## src/rtl/gxp_pkg.sv

```systemverilog
// ----------------------------------------------------------------------------
// gxp_pkg
// Shared constants, the control word type and the microcode table of the
// grid exit path counter.
// ----------------------------------------------------------------------------
package gxp_pkg;

    localparam int GXP_MAX_DIM   = 64;
    localparam int GXP_MAX_MOVES = 64;

    localparam int          CNT_W    = 30;
    localparam logic [29:0] EXIT_MOD = 30'd1000000007;

    localparam int START_W = 6;
    localparam int MOVES_W = 7;
    localparam int CFG_W   = 7;

    localparam logic CFG_GRID_ROWS = 1'b0;
    localparam logic CFG_GRID_COLS = 1'b1;

    localparam int STEP_W = 4;

    localparam logic [STEP_W-1:0] ST_IDLE   = 4'd0;
    localparam logic [STEP_W-1:0] ST_CHECK  = 4'd1;
    localparam logic [STEP_W-1:0] ST_RD_V   = 4'd2;
    localparam logic [STEP_W-1:0] ST_RD_H   = 4'd3;
    localparam logic [STEP_W-1:0] ST_SUM_H  = 4'd4;
    localparam logic [STEP_W-1:0] ST_WRITE  = 4'd5;
    localparam logic [STEP_W-1:0] ST_LAYER  = 4'd6;
    localparam logic [STEP_W-1:0] ST_RD_RES = 4'd7;
    localparam logic [STEP_W-1:0] ST_CAP    = 4'd8;
    localparam logic [STEP_W-1:0] ST_RESULT = 4'd9;

    localparam int JC_W = 3;

    localparam logic [JC_W-1:0] JC_NONE       = 3'd0;
    localparam logic [JC_W-1:0] JC_ALWAYS     = 3'd1;
    localparam logic [JC_W-1:0] JC_NO_ACCEPT  = 3'd2;
    localparam logic [JC_W-1:0] JC_TRIVIAL    = 3'd3;
    localparam logic [JC_W-1:0] JC_CELL_MORE  = 3'd4;
    localparam logic [JC_W-1:0] JC_LAYER_MORE = 3'd5;
    localparam logic [JC_W-1:0] JC_OUT_BUSY   = 3'd6;

    typedef struct packed {
        logic [JC_W-1:0]   jcond;
        logic [STEP_W-1:0] target;
        logic              accept;
        logic              check;
        logic              rd_v;
        logic              rd_h;
        logic              sum_v;
        logic              sum_h;
        logic              write;
        logic              adv_layer;
        logic              rd_res;
        logic              cap_res;
        logic              load_out;
    } ctrl_t;

    typedef struct packed {
        logic accepted;
        logic trivial;
        logic cell_more;
        logic layer_more;
        logic out_busy;
    } cond_t;

    function automatic ctrl_t ucode(input logic [STEP_W-1:0] step);
        ctrl_t w;
        w = '0;
        case (step)
            ST_IDLE:
            begin
                w.accept = 1'b1;
                w.jcond  = JC_NO_ACCEPT;
                w.target = ST_IDLE;
            end
            ST_CHECK:
            begin
                w.check  = 1'b1;
                w.jcond  = JC_TRIVIAL;
                w.target = ST_RESULT;
            end
            ST_RD_V:
            begin
                w.rd_v = 1'b1;
            end
            ST_RD_H:
            begin
                w.rd_h  = 1'b1;
                w.sum_v = 1'b1;
            end
            ST_SUM_H:
            begin
                w.sum_h = 1'b1;
            end
            ST_WRITE:
            begin
                w.write  = 1'b1;
                w.jcond  = JC_CELL_MORE;
                w.target = ST_RD_V;
            end
            ST_LAYER:
            begin
                w.adv_layer = 1'b1;
                w.jcond     = JC_LAYER_MORE;
                w.target    = ST_RD_V;
            end
            ST_RD_RES:
            begin
                w.rd_res = 1'b1;
            end
            ST_CAP:
            begin
                w.cap_res = 1'b1;
            end
            ST_RESULT:
            begin
                w.load_out = 1'b1;
                w.jcond    = JC_OUT_BUSY;
                w.target   = ST_RESULT;
            end
            default:
            begin
                w.jcond  = JC_ALWAYS;
                w.target = ST_IDLE;
            end
        endcase
        return w;
    endfunction

    // Sum of two residues (or a residue and one) brought back below the modulus.
    function automatic logic [CNT_W-1:0] mod_add(input logic [CNT_W-1:0] a,
                                                 input logic [CNT_W-1:0] b);
        logic [CNT_W:0] s;
        logic [CNT_W:0] d;
        s = {1'b0, a} + {1'b0, b};
        d = s - {1'b0, EXIT_MOD};
        return (s >= {1'b0, EXIT_MOD}) ? d[CNT_W-1:0] : s[CNT_W-1:0];
    endfunction

endpackage

```

## src/rtl/gxp_seq.sv

```systemverilog
// ----------------------------------------------------------------------------
// gxp_seq
// Microcode sequencer: step counter, control store and conditional jumps.
// ----------------------------------------------------------------------------
module gxp_seq (
    input  logic           clk,
    input  logic           rst_n,
    input  gxp_pkg::cond_t cond,
    output gxp_pkg::ctrl_t ctrl
);

    import gxp_pkg::*;

    logic [STEP_W-1:0] step_reg;
    logic [STEP_W-1:0] step_next;
    logic              taken;

    assign ctrl = ucode(step_reg);

    always_comb
    begin
        case (ctrl.jcond)
            JC_NONE:       taken = 1'b0;
            JC_ALWAYS:     taken = 1'b1;
            JC_NO_ACCEPT:  taken = !cond.accepted;
            JC_TRIVIAL:    taken = cond.trivial;
            JC_CELL_MORE:  taken = cond.cell_more;
            JC_LAYER_MORE: taken = cond.layer_more;
            JC_OUT_BUSY:   taken = cond.out_busy;
            default:       taken = 1'b1;
        endcase
        step_next = taken ? ctrl.target : step_reg + STEP_W'(1);
    end

    always_ff @(posedge clk or negedge rst_n)
    begin
        if (!rst_n)
        begin
            step_reg <= ST_IDLE;
        end
        else
        begin
            step_reg <= step_next;
        end
    end

endmodule
```

## config.mk

```make
export PLATFORM = sky130hd
export DESIGN_NAME = gxp_seq
export DESIGN_NICKNAME = d
export VERILOG_FILES = /design/src/rtl/gxp_pkg.sv /design/src/rtl/gxp_seq.sv
export SDC_FILE = /design/constraint.sdc
export NUM_CORES = 1
export LEC_CHECK = 0
export BUFFER_PORTS_ARGS = -buffer_cell sky130_fd_sc_hd__clkbuf_2
export CAP_MARGIN = 25
export CORE_AREA = 2 2 39 41
export DETAILED_ROUTE_END_ITERATION = 16
export DIE_AREA = 0 0 41 43
export PLACE_DENSITY = 0.67
export SLEW_MARGIN = 20
export SYNTH_ARGS = -nofsm -noshare
export SYNTH_HDL_FRONTEND = slang
export SYNTH_SLANG_ARGS = --single-unit
export TNS_END_PERCENT = 30
```

## constraint.sdc

```tcl
create_clock -name clk -period 6.3 [get_ports clk]
set_input_delay 1.89 -clock clk [delete_from_list [all_inputs] [get_ports clk]]
set_output_delay 1.89 -clock clk [all_outputs]
set_load 0.05 [all_outputs]
```

==> metrics.yaml <==
cp.required_ns: 4.41
coreArea_um2: 1384
worstRegToRegCells: 9
cp_max_fo: 5
htree_levels: 1
die_h_um: 43
syn_nets: 65
cts_made_buffers: 3
post_cts_buffers: 0
avgSynthCellArea_um2: 9.036
drt-vias-per-instance: 4.604
cts_sinks: 4
rsz0062_at_grt: "false"
reg2reg_to: "step_reg[1]"
route.detailed.drc: 0
holdPathStages: 1
cts_tree: "built"
tns_ns: 0
fin_crit_sh_pct: 59.07
drtPass1Iterations: 1
routed_wl_um: 953
fmax_ghz: 0.2687
status: "complete, no violations"
synth_area_um2: 488.0
ys_ff_latch: 4
die_area_um2: 1763
hold_path_class: "reg2reg"
setup_violations: 0
vias: 419
grt_pass1_vias: 368
final_common_cell: "clkbuf_2"
cp-end-kind: "primary output"
wl_met2_um: 484
portBuffers: 23
antenna-diode-count: 0
met1_length_um: 422
timing.hold.ws_ns: 0.5543
top_layer_used: "met3"
grt_max_degree: 10
dp_hpwl_um: 806.3
synth_cell_type_count: 28
clk_path_buf_depth: 2
rrSetupSlack_ns: 3.89
rows: 14
slew_violations: 0
dieWidth_um: 41
antenna_found_initial: 0
route.met3.wl_um: 46
hold_path_end: "step_reg[0]"
synthToLayoutAreaGrowth_pct: 23.85
yosys_warnings: 0
cts_resized: 0
yosysTopAreaCellShare_pct: 20.51
max_cap_viol_count: 0
synth_cells: 54
finalNetCount: 88
cts_hold_buf: 0
clk_pin_slew_worst_paths_ns: 0.04
fin_crit_ns: 3.721
grt_usage_pct: 12.84
dr.first_iter.drc_count: 0
arrival_ns: 1.83
pin_count: 25
grt_pass1_wl_um: 1497
hold_viol_final: 0
hp-start: "step_reg[0]"
grt_overflow: 0
synth-seq-area-share_pct: 20.51
cts-root-buf: "clkbuf_4"
wl_per_cell_um: 10.47
synth_top_cell_by_area: "dfrtp_1"
r2r-start: "step_reg[0]"
mostFrequentLayoutCells: "clkbuf_2, and2_1, nor2_1"
path_class: "reg2out"
detail-route-antenna-nets: 0
initial_core_util_pct: 35.26
start_kind: "register"
finClkSkew_ns: 0.003888
place_congestion: 0.7276
layout-drive-gt1-share_pct: 46.67
synth_area_leaders: "dfrtp_1, and2_1, ha_1, buf_4, a211oi_4"
clock_latency_ns: 0.23
largest_reg_flops: 4
## layout make-up
class,instances,area [µm²]
sequential,4,100.1
timing repair buffer,23,115.1
multi-input combinational,40,327.8
tap,16,20.02
inverter,5,18.77
fill,140,779.5
clock buffer,3,22.52
## cells by family (layout without fill, tap and decap cells)
group	count (synthesis)	count (layout)	synth area share, %
mux	3	3	7.179
simple gates	22	22	26.92
compound gates	8	8	18.46
xor+xnor	2	2	3.590
other cells	1	1	0.7685
flops	4	4	20.51
buf+inv	10	31	12.31
fa+ha+maj	4	4	10.26
## critical path, cell delays in order, from the launching register on
cell      delay, ns
dfrtp_1        0.41
inv_1          0.09
ha_1           0.28
o21a_1         0.24
a211oi_4       0.29
inv_2          0.06
clkbuf_2       0.24
## metrics by stage
step	worst slack [ns]	cells	instance area (µm²)	util, %
CTS	2.557	91	604.3	43.67
finish	2.579	91	604.3	43.67
global route	2.431	91	604.3	43.67
detailed placement	2.811	88	581.8	42.04
global placement	2.875	88	581.8	42.04
floorplan	2.598	54	488.0	-
## synthesized netlist by cell type
cell type,n
nand3_1,1
buf_6,1
o21bai_1,1
mux2i_1,2
and2_1,8
a211oi_4,1
inv_2,2
nor2_2,1
xor2_1,1
o31ai_1,1
xnor2_1,1
o21bai_4,1
or2_4,1
conb_1,1
nor2_1,5
mux2_4,1
ha_1,4
o21a_1,2
dfrtp_1,4
or3_1,1
o22ai_1,1
nor2b_1,2
nand2_1,1
buf_4,4
nor4_1,1
nand2b_4,1
inv_1,3
a221oi_2,1
## how the worst max path moves through the flow
| stage | startpoint | to | slack, ns | cells after the start |
|---|---|---|---|---|
| after floorplan | step_reg[1] | ctrl[17] | 2.60 | 6 |
| after global placement | step_reg[0] | ctrl[15] | 2.87 | 6 |
| after detailed placement | step_reg[0] | ctrl[15] | 2.81 | 6 |
| after CTS | step_reg[0] | ctrl[15] | 2.56 | 6 |
| after global routing | step_reg[0] | ctrl[15] | 2.43 | 6 |
| final | step_reg[0] | ctrl[15] | 2.58 | 6 |
## layer usage
| metal | up-vias | track usage [%] |
|---|---|---|
| met5 | - | 0 |
| met2 | 12 | 19.06 |
| met4 | 0 | 8.000 |
| li1 | 217 | - |
| met3 | 0 | 3.141 |
| met1 | 190 | 15.79 |
Power is left out: the tool's default activity adds up to more than one toggle a clock period on the data nets, which glitch-free logic cannot reach.
